<file path="src/rtl/spk_rle_pkg.sv">
// Package for the SPK run-length image decoder.
// Holds the transfer payload types and the fixed format constants.
// No dependencies.
package spk_rle_pkg;

   // Width of the configuration registers and of the run length field.
   localparam int CSR_W = 13;
   localparam int RUN_W = 17;
   localparam int OFFSET_W = 24;

   // Configuration register indexes.
   localparam logic CSR_IMAGE_WIDTH  = 1'b0;
   localparam logic CSR_IMAGE_HEIGHT = 1'b1;

   // Reset values of the image size registers.
   localparam logic [CSR_W-1:0] IMAGE_WIDTH_RESET  = 13'd320;
   localparam logic [CSR_W-1:0] IMAGE_HEIGHT_RESET = 13'd200;

   // Flag words of the compressed format.
   localparam logic [15:0] FLAG_ZERO_RUN = 16'hFFFF;
   localparam logic [15:0] FLAG_LITERAL  = 16'hFFFE;

   // One byte of the compressed file.
   typedef struct packed {
      logic [7:0] data_byte;
      logic       start_of_file;
   } req_type;

   // One run descriptor.
   typedef struct packed {
      logic [OFFSET_W-1:0] pixel_offset;
      logic [RUN_W-1:0]    run_length;
      logic [7:0]          pixel_value;
      logic                image_full;
   } rsp_type;

endpackage

</file>
<file path="src/rtl/spk_rle_image_decoder.sv">
// SPK run-length image decoder: parses the compressed byte stream and
// emits run descriptors. Depends on spk_rle_pkg.
// A run descriptor's byte is held in the input byte register, and the descriptor
// is then registered in the result register as soon as that register is free.
// Throughput: one byte per cycle; a stalled result holds the parse step and
// then stalls the input. Synchronous reset clears the parser, the write
// position, the handshake state and sets the image size to 320 by 200.
module spk_rle_image_decoder
   import spk_rle_pkg::*;
#(
   parameter int MAX_SIDE = 4096
) (
   input  logic             clock,
   input  logic             reset,
   // Compressed byte input
   input  logic             req_valid,
   output logic             req_stall,
   input  req_type          req_data,
   // Run descriptor output
   output logic             rsp_valid,
   input  logic             rsp_stall,
   output rsp_type          rsp_data,
   // Configuration writes
   input  logic             csr_write,
   input  logic             csr_index,
   input  logic [CSR_W-1:0] csr_wdata
);

   localparam int SIDE_W  = $clog2(MAX_SIDE + 1);
   localparam int TOTAL_W = 2 * SIDE_W;
   localparam int WIDE_W  = (TOTAL_W > RUN_W) ? TOTAL_W : RUN_W;

   typedef enum logic [2:0] {
      PH_FLAG_LO,
      PH_FLAG_HI,
      PH_COUNT_LO,
      PH_COUNT_HI,
      PH_LITERAL
   } phase_type;

   // Registers
   logic [CSR_W-1:0]   width_ff, width_in;
   logic [CSR_W-1:0]   height_ff, height_in;
   logic [TOTAL_W-1:0] total_ff, total_in;
   logic               in_valid_ff, in_valid_in;
   req_type            in_data_ff, in_data_in;
   logic               rsp_valid_ff, rsp_valid_in;
   rsp_type            rsp_data_ff, rsp_data_in;
   phase_type          phase_ff, phase_in;
   logic [7:0]         flag_low_ff, flag_low_in;
   logic               zero_run_ff, zero_run_in;
   logic [7:0]         count_low_ff, count_low_in;
   logic [RUN_W-1:0]   lit_left_ff, lit_left_in;
   logic [TOTAL_W-1:0] wpos_ff, wpos_in;
   logic               done_ff, done_in;

   // Combinational helpers
   logic [SIDE_W-1:0]  width_side;
   logic [SIDE_W-1:0]  height_side;
   logic               fire;
   logic               req_accept;
   phase_type          phase_eff;
   logic [7:0]         flag_low_eff;
   logic               zero_run_eff;
   logic [7:0]         count_low_eff;
   logic [RUN_W-1:0]   lit_left_eff;
   logic [TOTAL_W-1:0] wpos_eff;
   logic               done_eff;
   logic [15:0]        flag_word;
   logic [RUN_W-1:0]   count_pixels;
   logic               emit;
   logic [RUN_W-1:0]   emit_len;
   logic [7:0]         emit_value;
   logic [WIDE_W-1:0]  room;
   logic [WIDE_W-1:0]  len_wide;
   logic               reach_end;
   logic [RUN_W-1:0]   run_n;

   // Clamp a configured side to the range one to MAX_SIDE.
   function automatic logic [SIDE_W-1:0] clamp_side(input logic [CSR_W-1:0] v);
      logic [SIDE_W-1:0] r;
      if (v == '0) begin
         r = SIDE_W'(1);
      end else if (v > CSR_W'(MAX_SIDE)) begin
         r = SIDE_W'(MAX_SIDE);
      end else begin
         r = SIDE_W'(v);
      end
      return r;
   endfunction

   // Image size registers and the registered pixel total.
   always_comb begin
      width_in  = width_ff;
      height_in = height_ff;
      if (csr_write) begin
         case (csr_index)
            CSR_IMAGE_WIDTH:  width_in  = csr_wdata;
            CSR_IMAGE_HEIGHT: height_in = csr_wdata;
            default: ;
         endcase
      end
      width_side  = clamp_side(width_ff);
      height_side = clamp_side(height_ff);
      total_in    = TOTAL_W'(width_side) * TOTAL_W'(height_side);
   end

   // Handshake: the parse step fires when the result register can take a value.
   assign fire       = in_valid_ff && (!rsp_valid_ff || !rsp_stall);
   assign req_stall  = in_valid_ff && !fire;
   assign req_accept = req_valid && !req_stall;

   always_comb begin
      in_valid_in = in_valid_ff;
      in_data_in  = in_data_ff;
      if (req_accept) begin
         in_valid_in = 1'b1;
         in_data_in  = req_data;
      end else if (fire) begin
         in_valid_in = 1'b0;
      end
   end

   // Parse step: start of file clears the parser, then one byte is consumed.
   always_comb begin
      if (in_data_ff.start_of_file) begin
         phase_eff     = PH_FLAG_LO;
         flag_low_eff  = '0;
         zero_run_eff  = 1'b0;
         count_low_eff = '0;
         lit_left_eff  = '0;
         wpos_eff      = '0;
         done_eff      = 1'b0;
      end else begin
         phase_eff     = phase_ff;
         flag_low_eff  = flag_low_ff;
         zero_run_eff  = zero_run_ff;
         count_low_eff = count_low_ff;
         lit_left_eff  = lit_left_ff;
         wpos_eff      = wpos_ff;
         done_eff      = done_ff;
      end
      // A size change can leave the position at or past the new end.
      done_eff = done_eff || (wpos_eff >= total_ff);

      flag_word    = {in_data_ff.data_byte, flag_low_eff};
      count_pixels = {in_data_ff.data_byte, count_low_eff, 1'b0};

      phase_in     = phase_eff;
      flag_low_in  = flag_low_eff;
      zero_run_in  = zero_run_eff;
      count_low_in = count_low_eff;
      lit_left_in  = lit_left_eff;
      emit         = 1'b0;
      emit_len     = count_pixels;
      emit_value   = '0;

      if (!done_eff) begin
         case (phase_eff)
            PH_FLAG_LO: begin
               flag_low_in = in_data_ff.data_byte;
               phase_in    = PH_FLAG_HI;
            end
            PH_FLAG_HI: begin
               zero_run_in = (flag_word == FLAG_ZERO_RUN);
               if (flag_word == FLAG_ZERO_RUN || flag_word == FLAG_LITERAL) begin
                  phase_in = PH_COUNT_LO;
               end else begin
                  phase_in = PH_FLAG_LO;
               end
            end
            PH_COUNT_LO: begin
               count_low_in = in_data_ff.data_byte;
               phase_in     = PH_COUNT_HI;
            end
            PH_COUNT_HI: begin
               if (zero_run_eff) begin
                  // A zero count gives an empty run and no result.
                  emit     = (count_pixels != '0);
                  phase_in = PH_FLAG_LO;
               end else begin
                  lit_left_in = count_pixels;
                  phase_in    = (count_pixels != '0) ? PH_LITERAL : PH_FLAG_LO;
               end
            end
            PH_LITERAL: begin
               emit        = 1'b1;
               emit_len    = RUN_W'(1);
               emit_value  = in_data_ff.data_byte;
               lit_left_in = lit_left_eff - RUN_W'(1);
               if (lit_left_in == '0) begin
                  phase_in = PH_FLAG_LO;
               end
            end
            default: begin
               phase_in = PH_FLAG_LO;
            end
         endcase
      end

      // Clip the run at the last pixel of the image.
      room      = WIDE_W'(total_ff - wpos_eff);
      len_wide  = WIDE_W'(emit_len);
      reach_end = (len_wide >= room);
      run_n     = reach_end ? RUN_W'(room) : emit_len;

      wpos_in = wpos_eff;
      done_in = done_eff;
      if (emit) begin
         wpos_in = wpos_eff + TOTAL_W'(run_n);
         done_in = reach_end;
      end

      rsp_data_in.pixel_offset = OFFSET_W'(wpos_eff);
      rsp_data_in.run_length   = run_n;
      rsp_data_in.pixel_value  = emit_value;
      rsp_data_in.image_full   = reach_end;
   end

   // Result register.
   always_comb begin
      rsp_valid_in = rsp_valid_ff;
      if (fire && emit) begin
         rsp_valid_in = 1'b1;
      end else if (!rsp_stall) begin
         rsp_valid_in = 1'b0;
      end
   end

   // State and registered outputs.
   always_ff @(posedge clock) begin
      total_ff   <= total_in;
      in_data_ff <= in_data_in;
      if (fire && emit) begin
         rsp_data_ff <= rsp_data_in;
      end
      if (reset) begin
         width_ff     <= IMAGE_WIDTH_RESET;
         height_ff    <= IMAGE_HEIGHT_RESET;
         in_valid_ff  <= 1'b0;
         rsp_valid_ff <= 1'b0;
         phase_ff     <= PH_FLAG_LO;
         flag_low_ff  <= '0;
         zero_run_ff  <= 1'b0;
         count_low_ff <= '0;
         lit_left_ff  <= '0;
         wpos_ff      <= '0;
         done_ff      <= 1'b0;
      end else begin
         width_ff     <= width_in;
         height_ff    <= height_in;
         in_valid_ff  <= in_valid_in;
         rsp_valid_ff <= rsp_valid_in;
         if (fire) begin
            phase_ff     <= phase_in;
            flag_low_ff  <= flag_low_in;
            zero_run_ff  <= zero_run_in;
            count_low_ff <= count_low_in;
            lit_left_ff  <= lit_left_in;
            wpos_ff      <= wpos_in;
            done_ff      <= done_in;
         end
      end
   end

   assign rsp_valid = rsp_valid_ff;
   assign rsp_data  = rsp_data_ff;

endmodule
</file>
<file path="config.mk">
export PLATFORM = sky130hd
export DESIGN_NAME = spk_rle_image_decoder
export DESIGN_NICKNAME = d
export VERILOG_FILES = /design/src/rtl/spk_rle_pkg.sv /design/src/rtl/spk_rle_image_decoder.sv
export SDC_FILE = /design/constraint.sdc
export NUM_CORES = 1
export LEC_CHECK = 0
export BUFFER_PORTS_ARGS = -buffer_cell sky130_fd_sc_hd__buf_4
export CORE_ASPECT_RATIO = 1.1
export CORE_UTILIZATION = 45
export CTS_BUF_LIST = sky130_fd_sc_hd__clkbuf_2 sky130_fd_sc_hd__clkbuf_4 sky130_fd_sc_hd__clkbuf_8
export CTS_CLUSTER_SIZE = 40
export DETAILED_ROUTE_END_ITERATION = 7
export SYNTH_ARGS = -nofsm -noshare
export SYNTH_HDL_FRONTEND = slang
export SYNTH_SLANG_ARGS = --single-unit
</file>
<file path="constraint.sdc">
create_clock -name clock -period 8.35 [get_ports clock]
set_input_delay 0.4175 -clock clock [delete_from_list [all_inputs] [get_ports clock]]
set_output_delay 0.4175 -clock clock [all_outputs]
set_load 0.01 [all_outputs]
</file>
# --- Yosys cells after proc, flatten, opt, wreduce, memory -nomap -nowiden ---
# Cells that the tools add are included.
totals:
  register_bits: 177
  in_bits: 28
  out_inout_bits: 52
  word_cells: 93
classes:
  addsub: 3
  mul: 1
  n_lt_le_gt_ge: 4
  n_eq_ne: 7
  muxes: 38
  n_bitwise: 2
  n_reduce_logical: 20
op_table:
  columns: ["cell", "count"]
  rows:
  - ["17-bit 2-to-1 mux", 6]
  - ["13-bit 2-to-1 mux", 4]
  - ["26-bit 2-to-1 mux", 2]
  - ["8-bit 2-to-1 mux", 6]
  - ["17-bit case mux with 2 select lines", 1]
  - ["16-bit equality test (second input constant)", 2]
  - ["26-bit by 17-bit adder with 26-bit output", 1]
  - ["17-bit by 26-bit greater-or-equal comparator with 1-bit output", 1]
  - ["26-bit greater-or-equal comparator", 1]
  - ["13-bit > comparator (second input constant)", 2]
  - ["13-bit zero test", 2]
  - ["13-bit by 13-bit multiplier with 26-bit output", 1]
  - ["26-bit subtractor", 1]
  - ["17-bit zero test", 1]
  - ["17-bit by 1-bit subtractor with 17-bit output (second input constant)", 1]
  - ["16-bit nonzero test", 1]
  - ["3-bit 2-to-1 mux", 5]
  - ["3-bit case mux with 5 select lines", 1]
  - ["1-bit 2-to-1 mux", 11]
  - ["3-bit by 2-bit equality test with 1-bit output (second input constant)", 2]
  - ["1-bit logical AND", 4]
  - ["1-bit zero test", 4]
  - ["2-bit AND reduction", 2]
  - ["3-bit by 1-bit equality test with 1-bit output (second input constant)", 1]
  - ["other kinds (9)", 12]

# --- Depth between registers and ports, before layout ---
# Gate-level depths: netlist of the first run.
depth:
  ltp_word: 8
  mapped_depth: 46
  ltp_nobuf: 38

# --- Least setup slack after synthesis of the first run ---
# No wires, ideal clock.
synth_timing:
  kind: "reg-to-reg"
  start: "register in_data_ff[0] (netlist name)"
  end: "register wpos_ff[23]"
  setup_ns: 0.123
  arrival_ns: 8.611
  t_required_ns: 8.227
  slack_ns: -0.384
  stages_incl_launch_ff: 43
  n_path_buf: 8
  synth_period_minus_slack_ns: 8.734
  cell_sequence: "edfxtp_1 buf_2 clkinv_1 clkbuf_1 clkbuf_1 clkbuf_1 nand2_1 ha_1 clkbuf_1 nand4_1 or4_1 nor4_1 a22oi_1 o21ai_1 o21a_1 nor2_1 inv_1 buf_2 [7 not listed] o211ai_1 a311oi_1 o211ai_1 or4_4 nor3_2 buf_6 mux2_2 ha_1 a21o_1 a21o_1 a2111oi_0 o21ai_0 a41oi_1 o22ai_1 o21ai_0 nor3_2 nand4_1 mux2_1"
synth_between:
  elab_chain_cells: 8
  elab_cells_between_ends: 20
  cone_classes: "add/sub (2); order compare (2); eq/ne (2); mux (12); reduce/logical (2)"
synth_rtl:
  columns: ["element", "line_no", "text"]
  rows:
  - ["start: declaration", "spk_rle_image_decoder.sv:46", "req_type in_data_ff, in_data_in;"]
  - ["start signal: assignment", "spk_rle_image_decoder.sv:233", "in_data_ff <= in_data_in;"]
  - ["26-bit 2-to-1 mux / 3-bit 2-to-1 mux (equally long branches)", "spk_rle_image_decoder.sv:126", "if (in_data_ff.start_of_file) begin"]
  - ["26-bit greater-or-equal comparator / 3-bit equality test (equally long branches)", "spk_rle_image_decoder.sv:144, spk_rle_image_decoder.sv:159", null]
  - ["1-bit logical OR / 17-bit 2-to-1 mux (equally long branches)", "spk_rle_image_decoder.sv:144, spk_rle_image_decoder.sv:159", null]
  - ["17-bit 2-to-1 mux", "spk_rle_image_decoder.sv:158", "if (!done_eff) begin"]
  - ["17-bit by 26-bit greater-or-equal comparator with 1-bit output", "spk_rle_image_decoder.sv:204", "reach_end = (len_wide >= room);"]
  - ["17-bit 2-to-1 mux (*)", "spk_rle_image_decoder.sv:205", "run_n = reach_end ? RUN_W'(room) : emit_len;"]
  - ["via run_n[1]", "spk_rle_image_decoder.sv:77", "logic [RUN_W-1:0] run_n;"]
  - ["26-bit by 17-bit adder with 26-bit output (*)", "spk_rle_image_decoder.sv:210", "wpos_in = wpos_eff + TOTAL_W'(run_n);"]
  - ["26-bit 2-to-1 mux (*)", "spk_rle_image_decoder.sv:209", "if (emit) begin"]
  - ["end signal: assignment", "spk_rle_image_decoder.sv:260", "wpos_ff <= wpos_in;"]
  - ["end: declaration", "spk_rle_image_decoder.sv:54", "logic [TOTAL_W-1:0] wpos_ff, wpos_in;"]
# Mark *: on every way through the listed nets, which the timed path passes. The rest lies on a longest branch.
# A chain may end at the register's enable or synchronous reset.

# --- Final worst setup path of the first run ---
layout_timing:
  start: "register in_data_ff[0] (netlist name)"
  end: "register wpos_ff[24]"
# The elaborated chain is that of the path after synthesis.

==> results of run 1 <==
## placed cells by master, fill, tap and decap left out, types with 4 or more instances in the layout
cell type	n
a211oi_1	5
and3_1	18
dfxtp_1	118
nand3_1	27
or3_1	8
a211o_1	7
nor3b_1	5
o21ai_1	6
nor2_1	172
nor2b_1	31
fa_1	123
o21a_1	20
a22oi_1	39
nor3_1	27
o22ai_1	18
xor2_1	23
a32oi_1	5
a21oi_1	84
xnor2_1	34
nand2_1	273
nand4_1	11
a31oi_1	8
inv_1	198
nor4_1	16
buf_4	130
nand2b_1	19
edfxtp_1	59
and2_1	18
o21bai_1	4
a21o_1	22
o211ai_1	8
o21ai_0	44
clkbuf_8	17
mux2i_1	29
ha_1	129
## logic make-up after synthesis
kind of cell | after synthesis | share of synthesized area (%)
adder cells (fa/ha/maj) | 256 | 27.3
AND/OR/NAND/NOR | 644 | 19.0
XOR/XNOR | 57 | 3.30
multiplexers | 34 | 2.28
buffers and inverters | 277 | 7.08
flip-flops | 177 | 27.3
AO/OA/AOI/OAI | 311 | 13.7
## power by group through the flow
stage | registers (W) | logic, W | clock network (W)
detailed placement | 0.000994 | 0.00108 | 0
CTS | 0.000975 | 0.00108 | 0.000651
finish | 0.000976 | 0.00112 | 0.000632
floorplan | 0.000971 | 0.000804 | 0
global placement | 0.000993 | 0.00106 | 0
global route | 0.000980 | 0.00126 | 0.000678
## timing repair
item                       in CTS  in global routing
hold endpoints to repair        0                  0
resized for setup               0                 30
pin swaps                       1                  9
buffers inserted                0                  7
setup endpoints to repair       2                 14
cloned                          0                  2
## worst max-delay path, delay by kind of cell (launching register included)
kind	cells	cell delay, ns
buffers and inverters	6	0.74
multiplexers	1	0.25
AND/OR/NAND/NOR	12	1.99
AO/OA/AOI/OAI	17	3.26
flip-flops	1	0.42
adder cells (fa/ha/maj)	4	1.23
## per-layer routing
metal / up-vias / part of all wire, % / GRT usage, %
met1: 6033 / 43 / 28.3
met4: 0 / 3.0 / 9.20
met5: - / 0 / 0
met2: 272 / 51 / 43.4
met3: 80 / 3.4 / 3.73
li1: 6057 / - / -
## sequential cells by signal (all words and copies together) (netlist names)
| name | flops |
|---|---|
| lit_left_ff | 17 |
| rsp_data | 50 |
| rsp_valid | 1 |
| height_ff | 13 |
| zero_run_ff | 1 |
| count_low_ff | 8 |
| wpos_ff | 26 |
| in_valid_ff | 1 |
| flag_low_ff | 8 |
| count_pixels | 8 |
| total_ff | 26 |
| phase_ff | 3 |
| done_ff | 1 |
| in_data_ff | 1 |
| width_ff | 13 |
## stage by stage
stage,util (%),setup WS [ns]
finish,51.1,0.417
global route,51.1,-0.0111
CTS,50.4,0.00586
detailed placement,49.1,0.0607
global placement,49.1,0.342
floorplan,-,0.0301
## final cells by class
| cell class | count | share of cell area (%) |
|---|---|---|
| inverters | 201 | 4.47 |
| well taps | 432 | 3.19 |
| repair buffers | 134 | 6.12 |
| multi-input cells | 1302 | 59.5 |
| clock inverters | 14 | 0.952 |
| clock buffers | 18 | 1.42 |
| flip-flops and latches | 177 | 24.4 |
## synthesized netlist by cell type (22+ instances only)
cell type	number	area, sq um
xor2_1	23	201
inv_1	199	747
nand3_1	27	135
a21o_1	22	165
edfxtp_1	59	1770
nor2b_1	32	200
ha_1	133	1660
clkbuf_1	66	248
mux2i_1	31	310
nor3_1	28	140
nand2_1	274	1030
a21oi_1	84	420
nor2_1	173	649
xnor2_1	34	298
o21ai_0	48	240
a22oi_1	39	293
dfxtp_1	118	2360
fa_1	123	2460
## worst min-delay path by stage
stage / startpoint / endpoint / slack (ns) / cells after the start
6_report: req_data[5] / count_pixels[13] / 0.09 / 1
5_1_grt: req_data[0] / in_data_ff[0] / 0.06 / 1
4_1_cts: req_data[5] / count_pixels[13] / 0.05 / 1
3_5_place_dp: height_ff[0] / height_ff[0] / 0.46 / 2
3_3_place_gp: width_ff[0] / width_ff[0] / 0.45 / 2
2_1_floorplan: height_ff[0] / height_ff[0] / 0.44 / 2
==> run summary, run 1 <==
Cts hold-fix bufs: 0
Seq/Total Area, Yosys: 27.3%
Seq. cell area: 4130 sq um
Initial antenna violation count: 0
Fin. max-slew vios: 0
Netlist cell types: 73
Average vias per placed instance: 5.46
Number of port buffers: 79
Layout cell share with drive strength beyond 1: 11.1%
IO Pins: 80
P&R area growth vs syn: 12.1%
Ys flop type: dfxtp_1
Leak pwr: 7.70 nW
Slowest CP cell: or4_4
Fmax: 126 MHz
Worst min path class: in2reg
Pre-Repair DR Iteration Count: 5
Area of the multi-input gates: 10100 sq um
Final Cycle Share: 95.0%
Core Box Area: 33200 sq um
Crit Path Max Fanout: 14
Worst path max stage delay: 0.56 ns
Antenna cell count: 0
Overall routing resource usage: 24.0%
# rows: 70
Placement Cell Area: 16300 sq um
Non-Filler Instances: 2278
Sw Pwr: 0.00103 W
Syn avg cell area: 8.61 sq um
Status: finished clean
Reg2reg end: wpos_ff[24]
Global-route wire length before repair: 64200 um
Number of synthesized flops with an enable pin: 59
Fin. Hold Viols: 0
Worst hold slack: 0.0898 ns
Filler cells: 3202
Die width: 177 um
Net Sw Frac: 37.7%
Worst setup path start: in_data_ff[0]
Number of max-cap violations: 0
Final Setup Violations: 0
Design area: 17000 sq um
CTS clk-pin slew, worst paths: 0.09 ns
Vias post-DR: 12400
Max transition margin: 15.5%
Placed cells: 2237
CP required: 8.78 ns
Cell-internal power: 0.00170 W
Syn Std Cell Area: 15100 sq um
Nets: 2117
CTS sink count: 177
Gate Count Post-Synth: 1756
Critical path launch point type: register
Worst VDD drop: 0.120 mV
Die Ht: 194 um
HPWL Detailed: 31500 um
R2r startpoint: in_data_ff[0]
PD cells: 161 nW/um^2
Slew @ Worst Pin: 1.26 ns
Worst skew pair latency: 0.51 ns
TritonCTS clock tree: yes
Reg power frac: 35.7%
Worst R2R Path Depth: 40
Setup CP Type: reg2reg
Drt initial violations: 794
CP endpoint kind: register
Gate power share: 41.1%
Critical path data arrival time: 8.36 ns
Clk network pwr share: 23.1%
Final Skew: 0.0211 ns
Final wirelength: 40600 um
CTS Buf Count: 17
Die ar.: 34300 sq um
Synthesis-stage register bit count: 177
Syn nets: 2040
Placer Congestion: 0.920
CTS root buffer: clkbuf_8
Setup TNS: 0 ns
DRC errors left: 0
GR Overflow Total: 0
Initial Util: 45.5%
Vias in the first global route: 12600
CTS H-tree lvls: 4
Synth async-reset ratio: 0%
Wire length per cell: 17.8 um
Yosys warning count: 0
Power Total: 0.00273 W
Final antenna-violating net count: 0
Worst path most repeated cell: nand2_1
Reg2reg setup slack: 0.42 ns
CTS max path bufs: 2
Min Tclk post-route: 7.93 ns
Worst Setup EP: wpos_ff[24]
Largest net degree at the start of global routing: 86
Note: power is estimated with default switching activity, not from simulation.
==> inputs of run 2 (changes only) <==
--- a/config.mk
+++ b/config.mk
@@ -5,9 +5,10 @@
 export SDC_FILE = /design/constraint.sdc
 export NUM_CORES = 1
 export LEC_CHECK = 0
+export ABC_AREA = 1
 export BUFFER_PORTS_ARGS = -buffer_cell sky130_fd_sc_hd__buf_4
 export CORE_ASPECT_RATIO = 1.1
-export CORE_UTILIZATION = 45
+export CORE_UTILIZATION = 40
 export CTS_BUF_LIST = sky130_fd_sc_hd__clkbuf_2 sky130_fd_sc_hd__clkbuf_4 sky130_fd_sc_hd__clkbuf_8
 export CTS_CLUSTER_SIZE = 40
 export DETAILED_ROUTE_END_ITERATION = 7
==> run summary, run 2 <==
Worst path most repeated cell: nand2_1
Core Box Area: 41300 sq um (+24%)
Die width: 197 um (+11%)
Yosys warning count: 0 (unchanged)
Vias in the first global route: 14700 (+17%)
Worst path max stage delay: 0.44 ns (-0.12 ns)
Number of port buffers: 79 (unchanged)
Netlist cell types: 53 (-27%)
Critical path launch point type: register
Worst min path class: in2reg
Seq/Total Area, Yosys: 24.7% (-2.7 points)
CP endpoint kind: register
Die ar.: 42700 sq um (+24%)
Worst VDD drop: 0.136 mV (+14%)
Most frequent cells in the layout: nand2_1, inv_1, nor2_1
CP required: 8.78 ns (about the same)
Slowest CP cell: ha_1
Pre-Repair DR Iteration Count: 6 (+1)
Worst hold slack: 0.0595 ns (-0.0302 ns)
Synth async-reset ratio: 0% (unchanged)
CP Buf/Inv Count: 4 (-2)
Filler cells: 4277 (+34%)
Most common cell in the netlist: nand2_1
Fmax: 142 MHz (+13%)
Initial antenna violation count: 0 (unchanged)
Vias post-DR: 14700 (+18%)
Final Cycle Share: 84.3% (-11 points)
CTS Buf Count: 17 (unchanged)
Nets: 2629 (+24%)
Top cell type's share of synthesized area: 14.7% (-1.6 points)
Post-synth top cells: nand2_1, inv_1, nor2_1
DRC errors left: 0 (unchanged)
Top delay family on crit path: simple AND/OR/NAND/NOR gates
Number of max-cap violations: 0 (unchanged)
Overall routing resource usage: 23.2% (-0.84 points)
P&R area growth vs syn: 8.83%
Fin. Hold Viols: 0 (unchanged)
CTS H-tree lvls: 4 (unchanged)
Initial Util: 40.6% (-5.0 points)
Wire length per cell: 16.5 um (-7.2%)
Area leader, netlist: fa_1
RSZ-0062 raised after global routing: false
CTS sink count: 177 (unchanged)
IO Pins: 80 (unchanged)
PD cells: 191 nW/um^2 (+19%)
Max reg flops: 50 (unchanged)
Average vias per placed instance: 5.04 (-7.8%)
Slew @ Worst Pin: 0.790 ns (-0.466 ns)
Synthesis-stage register bit count: 177 (unchanged)
Cts hold-fix bufs: 0 (unchanged)
Critical path data arrival time: 7.47 ns (-0.89 ns)
CTS root buffer: clkbuf_8
Final Setup Violations: 0 (unchanged)
TritonCTS clock tree: yes
Layout cell share with drive strength beyond 1: 9.20% (-1.9 points)
# rows: 78 (+11%)
Syn Std Cell Area: 16700 sq um (+11%)
Placer Congestion: 0.949 (+3.1%)
Largest net degree at the start of global routing: 55 (-36%)
GR Overflow Total: 0 (unchanged)
Leak pwr: 8.82 nW (+15%)
Drt initial violations: 874 (+10%)
Fin. max-slew vios: 0 (unchanged)
Setup TNS: 0 ns (unchanged)
Gate Count Post-Synth: 2300 (+31%)
Most common cell after layout, fill and taps aside: nand2_1
Worst skew pair latency: 0.53 ns (+0.02 ns)
Syn avg cell area: 7.28 sq um (-15%)
HPWL Detailed: 39200 um (+25%)
Final wirelength: 48200 um (+19%)
Max transition margin: 47.1% (+32 points)
Antenna cell count: 0 (unchanged)
Syn nets: 2584 (+27%)
Number of synthesized flops with an enable pin: 59 (unchanged)
Global-route wire length before repair: 77200 um (+20%)
Ys flop type: dfxtp_1
Min Tclk post-route: 7.04 ns (-0.895 ns)
Post-CTS setup buffer count: 0 (unchanged)
CTS max path bufs: 2 (unchanged)
Final Skew: 0.0209 ns (-0.000208 ns)
Post-CTS sizing: 0 (unchanged)
Power Total: 0.00348 W (+28%)
Crit Path Max Fanout: 27 (+13)
Setup CP Type: reg2reg
Die Ht: 217 um (+11%)
Dominant cells by area after synthesis: fa_1, dfxtp_1, nand2_1
CTS clk-pin slew, worst paths: 0.11 ns (+0.02 ns)
Status: finished clean
Final antenna-violating net count: 0 (unchanged)
run 2: cell types whose count changed after synthesis, sizes merged, moves of 34 or more:
cell   before  now
nand2     274  559
nor2      173  260
a21oi      85  159
nand3      27   87
o21ai      51  137
inv       200  424
a22oi      39    5
run 2: layout make-up:
class                      count  area, sq um  area share [%]
inverter                     432         1620            8.91
tap                          560          701            3.85
clock inverter                15          179           0.982
sequential                   177         4130            22.7
clock buffer                  17          234            1.28
timing repair buffer          89          668            3.67
multi-input combinational   1628        10700            58.6
run 2: routing by layer:
metal	wire length, um	GRT usage (%)	up-vias
li1	-	-	7337
met1	20800	28.4	6943
met2	24300	41.5	347
met3	1650	2.69	68
met4	1410	8.63	0
met5	0	0	-
run 2: worst reg2reg max path: cells and delay by family (launching register included):
| family | cells | cell delay (ns) |
|---|---|---|
| buffers and inverters | 4 | 0.72 |
| adder cells (fa/ha/maj) | 3 | 1.10 |
| AND/OR/NAND/NOR | 29 | 3.93 |
| flip-flops | 1 | 0.41 |
| AO/OA/AOI/OAI | 5 | 0.78 |
run 2: path summary, 6_finish.rpt:
path	slack (ns)	start	cells past startpoint	end
setup / recovery	1.31	in_data_ff[0]	41	wpos_ff[25]
hold / removal	0.06	req_data[0]	1	in_data_ff[0]
setup reg to reg	1.31	in_data_ff[0]	41	wpos_ff[25]
hold reg to reg	0.47	wpos_ff[6]	2	wpos_ff[6]
run 2: stage by stage:
step / utilization, % / worst slack [ns] / cell area, sq um / cells
floorplan: - / 2.51 / 16700 / 2300
global placement: 43.1 / 1.51 / 17800 / 2886
detailed placement: 43.1 / 1.39 / 17800 / 2886
CTS: 44.1 / 1.33 / 18200 / 2918
global route: 44.1 / 0.585 / 18200 / 2918
finish: 44.1 / 1.31 / 18200 / 2918
run 2: cell families (layout without fill, tap and decap cells):
| group | Yosys count | count (layout) | share of synthesized area, % |
|---|---|---|---|
| XOR/XNOR | 59 | 59 | 3.09 |
| AO/OA/AOI/OAI | 352 | 352 | 11.9 |
| adder cells (fa/ha/maj) | 256 | 256 | 24.6 |
| buffers and inverters | 495 | 553 | 11.6 |
| flip-flops | 177 | 177 | 24.7 |
| AND/OR/NAND/NOR | 961 | 961 | 24.1 |
run 2: report_power, final:
| group | total, W | switching (W) | internal (W) |
|---|---|---|---|
| Combinational | 0.00182 | 0.00121 | 0.000606 |
| Sequential | 0.00101 | 0.0000499 | 0.000965 |
| Clock | 0.000651 | 0.000353 | 0.000299 |
| Total | 0.00348 | 0.00161 | 0.00187 |
==> inputs of run 3 (changes only) <==
--- a/config.mk
+++ b/config.mk
@@ -5,7 +5,7 @@
 export SDC_FILE = /design/constraint.sdc
 export NUM_CORES = 1
 export LEC_CHECK = 0
-export ABC_AREA = 1
+export ABC_AREA = 0
 export BUFFER_PORTS_ARGS = -buffer_cell sky130_fd_sc_hd__buf_4
 export CORE_ASPECT_RATIO = 1.1
 export CORE_UTILIZATION = 40
==> constraint.sdc (replaced) <==
create_clock -name clock -period 6.27 [get_ports clock]
set_input_delay 0.3135 -clock clock [delete_from_list [all_inputs] [get_ports clock]]
set_output_delay 0.3135 -clock clock [all_outputs]
set_load 0.01 [all_outputs]
==> run summary, run 3 (synthesis results as in run 1) <==
DRC errors left: 0 (unchanged)
Worst skew pair latency: 0.53 ns (about the same)
Fmax: 135 MHz (-5.0%)
Critical path launch point type: register
Setup CP Type: reg2reg
Fin. max-slew vios: 0 (unchanged)
Final antenna-violating net count: 0 (unchanged)
Die Ht: 206 um (-4.9%)
Number of port buffers: 79 (unchanged)
Final Setup Violations: 23 (+23)
Worst path max stage delay: 0.45 ns (about the same)
Antenna cell count: 0 (unchanged)
Number of max-cap violations: 0 (unchanged)
GR Overflow Total: 0 (unchanged)
CP required: 6.73 ns (-2.05 ns)
Seq. cell area: 4140 sq um (about the same)
Most frequent cells in the layout: buf_4, nand2_1, inv_1
TritonCTS clock tree: yes
Clk network pwr share: 19.8% (+1.1 points)
# rows: 74 (-5.1%)
Leak pwr: 9.00 nW (+2.0%)
Crit Path Max Fanout: 7 (-74%)
Global-route wire length before repair: 70100 um (-9.2%)
Wire length per cell: 16.9 um (+2.1%)
CP endpoint kind: register
Largest net degree at the start of global routing: 86 (+56%)
Pre-Repair DR Iteration Count: 5 (-1)
Area of the multi-input gates: 10700 sq um (+0.25%)
Placed cells: 2494 (-14%)
PD cells: 213 nW/um^2 (+12%)
Cell-internal power: 0.00257 W (+37%)
Die width: 187 um (-4.9%)
CTS H-tree lvls: 4 (unchanged)
Overall routing resource usage: 23.3% (+0.050 points)
Slowest CP cell: or4_4
Nets: 2349 (-11%)
Worst min path class: in2reg
Final wirelength: 43400 um (-10%)
Net Sw Frac: 38.3% (-8.0 points)
Initial Util: 40.6% (+0.065 points)
Vias post-DR: 13300 (-9.6%)
Critical path data arrival time: 7.87 ns (+0.40 ns)
Non-Filler Instances: 2572 (-12%)
Slew @ Worst Pin: 1.14 ns (+0.353 ns)
Drt initial violations: 776 (-11%)
Worst hold slack: 0.0411 ns (-0.0184 ns)
IO Pins: 80 (unchanged)
GRT Max-Usage Layer: met2
RSZ-0062 raised after global routing: true
Worst VDD drop: 0.166 mV (+21%)
Final Cycle Share: 118% (+34 points)
CTS Buf Count: 17 (unchanged)
Min Tclk post-route: 7.41 ns (+0.369 ns)
Core Box Area: 37200 sq um (-9.8%)
Initial antenna violation count: 0 (unchanged)
CTS max path bufs: 2 (unchanged)
Average vias per placed instance: 5.17 (+2.6%)
Status: finished with violations
Max reg flops: 50 (unchanged)
Final Skew: 0.0254 ns (+0.00459 ns)
GRT met3 Usage: 2.97% (+0.28 points)
Most common cell after layout, fill and taps aside: buf_4
Layout cell share with drive strength beyond 1: 24.9% (+16 points)
Worst slack at placement: -1.47 ns (-2.86 ns)
P&R area growth vs syn: 29.0%
Fin. Hold Viols: 0 (unchanged)
Gate power share: 49.0% (-3.2 points)
HPWL Detailed: 33800 um (-14%)
CTS sink count: 177 (unchanged)
CTS root buffer: clkbuf_8
Die ar.: 38600 sq um (-9.6%)
Reg power frac: 31.2% (+2.1 points)
Placer Congestion: 0.915 (-3.6%)
CTS clk-pin slew, worst paths: 0.11 ns (about the same)
Sw Pwr: 0.00159 W (-1.1%)
Max transition margin: 23.1% (-24 points)
Filler cells: 3462 (-19%)
Setup TNS: -18.18 ns (-18.18 ns)
Power Total: 0.00416 W (+20%)
Met1 usage: 26.7% (-1.8 points)
Vias in the first global route: 13600 (-7.3%)
Violated checks: setup timing
Met2 usage in global routing: 43.3% (+1.8 points)
Setup ws final: -1.14 ns (-2.45 ns)
==> run 3: changes by cell type in the layout (fill, tap and decap cells not counted), moves of 56 or more <==
cell     change
a21oi_1     -73
o21ai_0     -58
nand3_1     -56
buf_4      +247
nor2_1      -64
nand2_1    -299
inv_1      -224
==> run 3: layer usage <==
metal | vias up | wire (um)
met5 | - | 0
met3 | 74 | 1360
met4 | 0 | 1430
met2 | 309 | 22400
met1 | 6396 | 18100
li1 | 6512 | -
==> run 3: timing repair <==
action | CTS | global route
endpoints found under the setup margin | 25 | 28
buffers inserted | 24 | 4
pin swaps | 42 | 28
cloned | 2 | 0
hold buffers | 19 | 0
resized for setup | 100 | 29
endpoints found under the hold margin | 25 | 0
==> run 3: worst paths after layout <==
kind | cells past startpoint | end | start | slack (ns)
min reg2reg | 2 | width_ff[0] | width_ff[0] | 0.47
max | 39 | wpos_ff[22] | in_data_ff[0] | -1.14
max reg2reg | 39 | wpos_ff[22] | in_data_ff[0] | -1.14
min | 3 | width_ff[0] | csr_wdata[0] | 0.04
==> run 3: layout make-up <==
cell class / count / area share [%]
flip-flops and latches: 177 / 21.2
multi-input cells: 1302 / 54.9
clock inverters: 13 / 0.763
well taps: 494 / 3.17
repair buffers: 364 / 14.6
clock buffers: 19 / 1.26
repair inverters: 2 / 0.237
inverters: 201 / 3.94
==> run 3: through the flow <==
stage / instance area [sq um] / util [%]
6_report: 19500 / 52.4
5_1_grt: 19500 / 52.4
4_1_cts: 19300 / 52.0
3_5_place_dp: 18100 / 48.5
3_3_place_gp: 18100 / 48.5
2_1_floorplan: 15400 / -
==> run 3: power groups by stage <==
stage               sequential [W]  clock, W  combinational [W]
global route               0.00130  0.000894            0.00224
CTS                        0.00130  0.000859            0.00197
floorplan                  0.00130         0            0.00110
finish                     0.00130  0.000826            0.00204
global placement           0.00131         0            0.00179
detailed placement         0.00131         0            0.00182
==> run 3: worst max-delay path: cells and delay by family, from the launching register on <==
| kind | cells | cell delay, ns |
|---|---|---|
| adder cells (fa/ha/maj) | 4 | 1.15 |
| multiplexers | 1 | 0.23 |
| flip-flops | 1 | 0.43 |
| AO/OA/AOI/OAI | 14 | 2.56 |
| AND/OR/NAND/NOR | 12 | 2.01 |
| buffers and inverters | 8 | 0.93 |
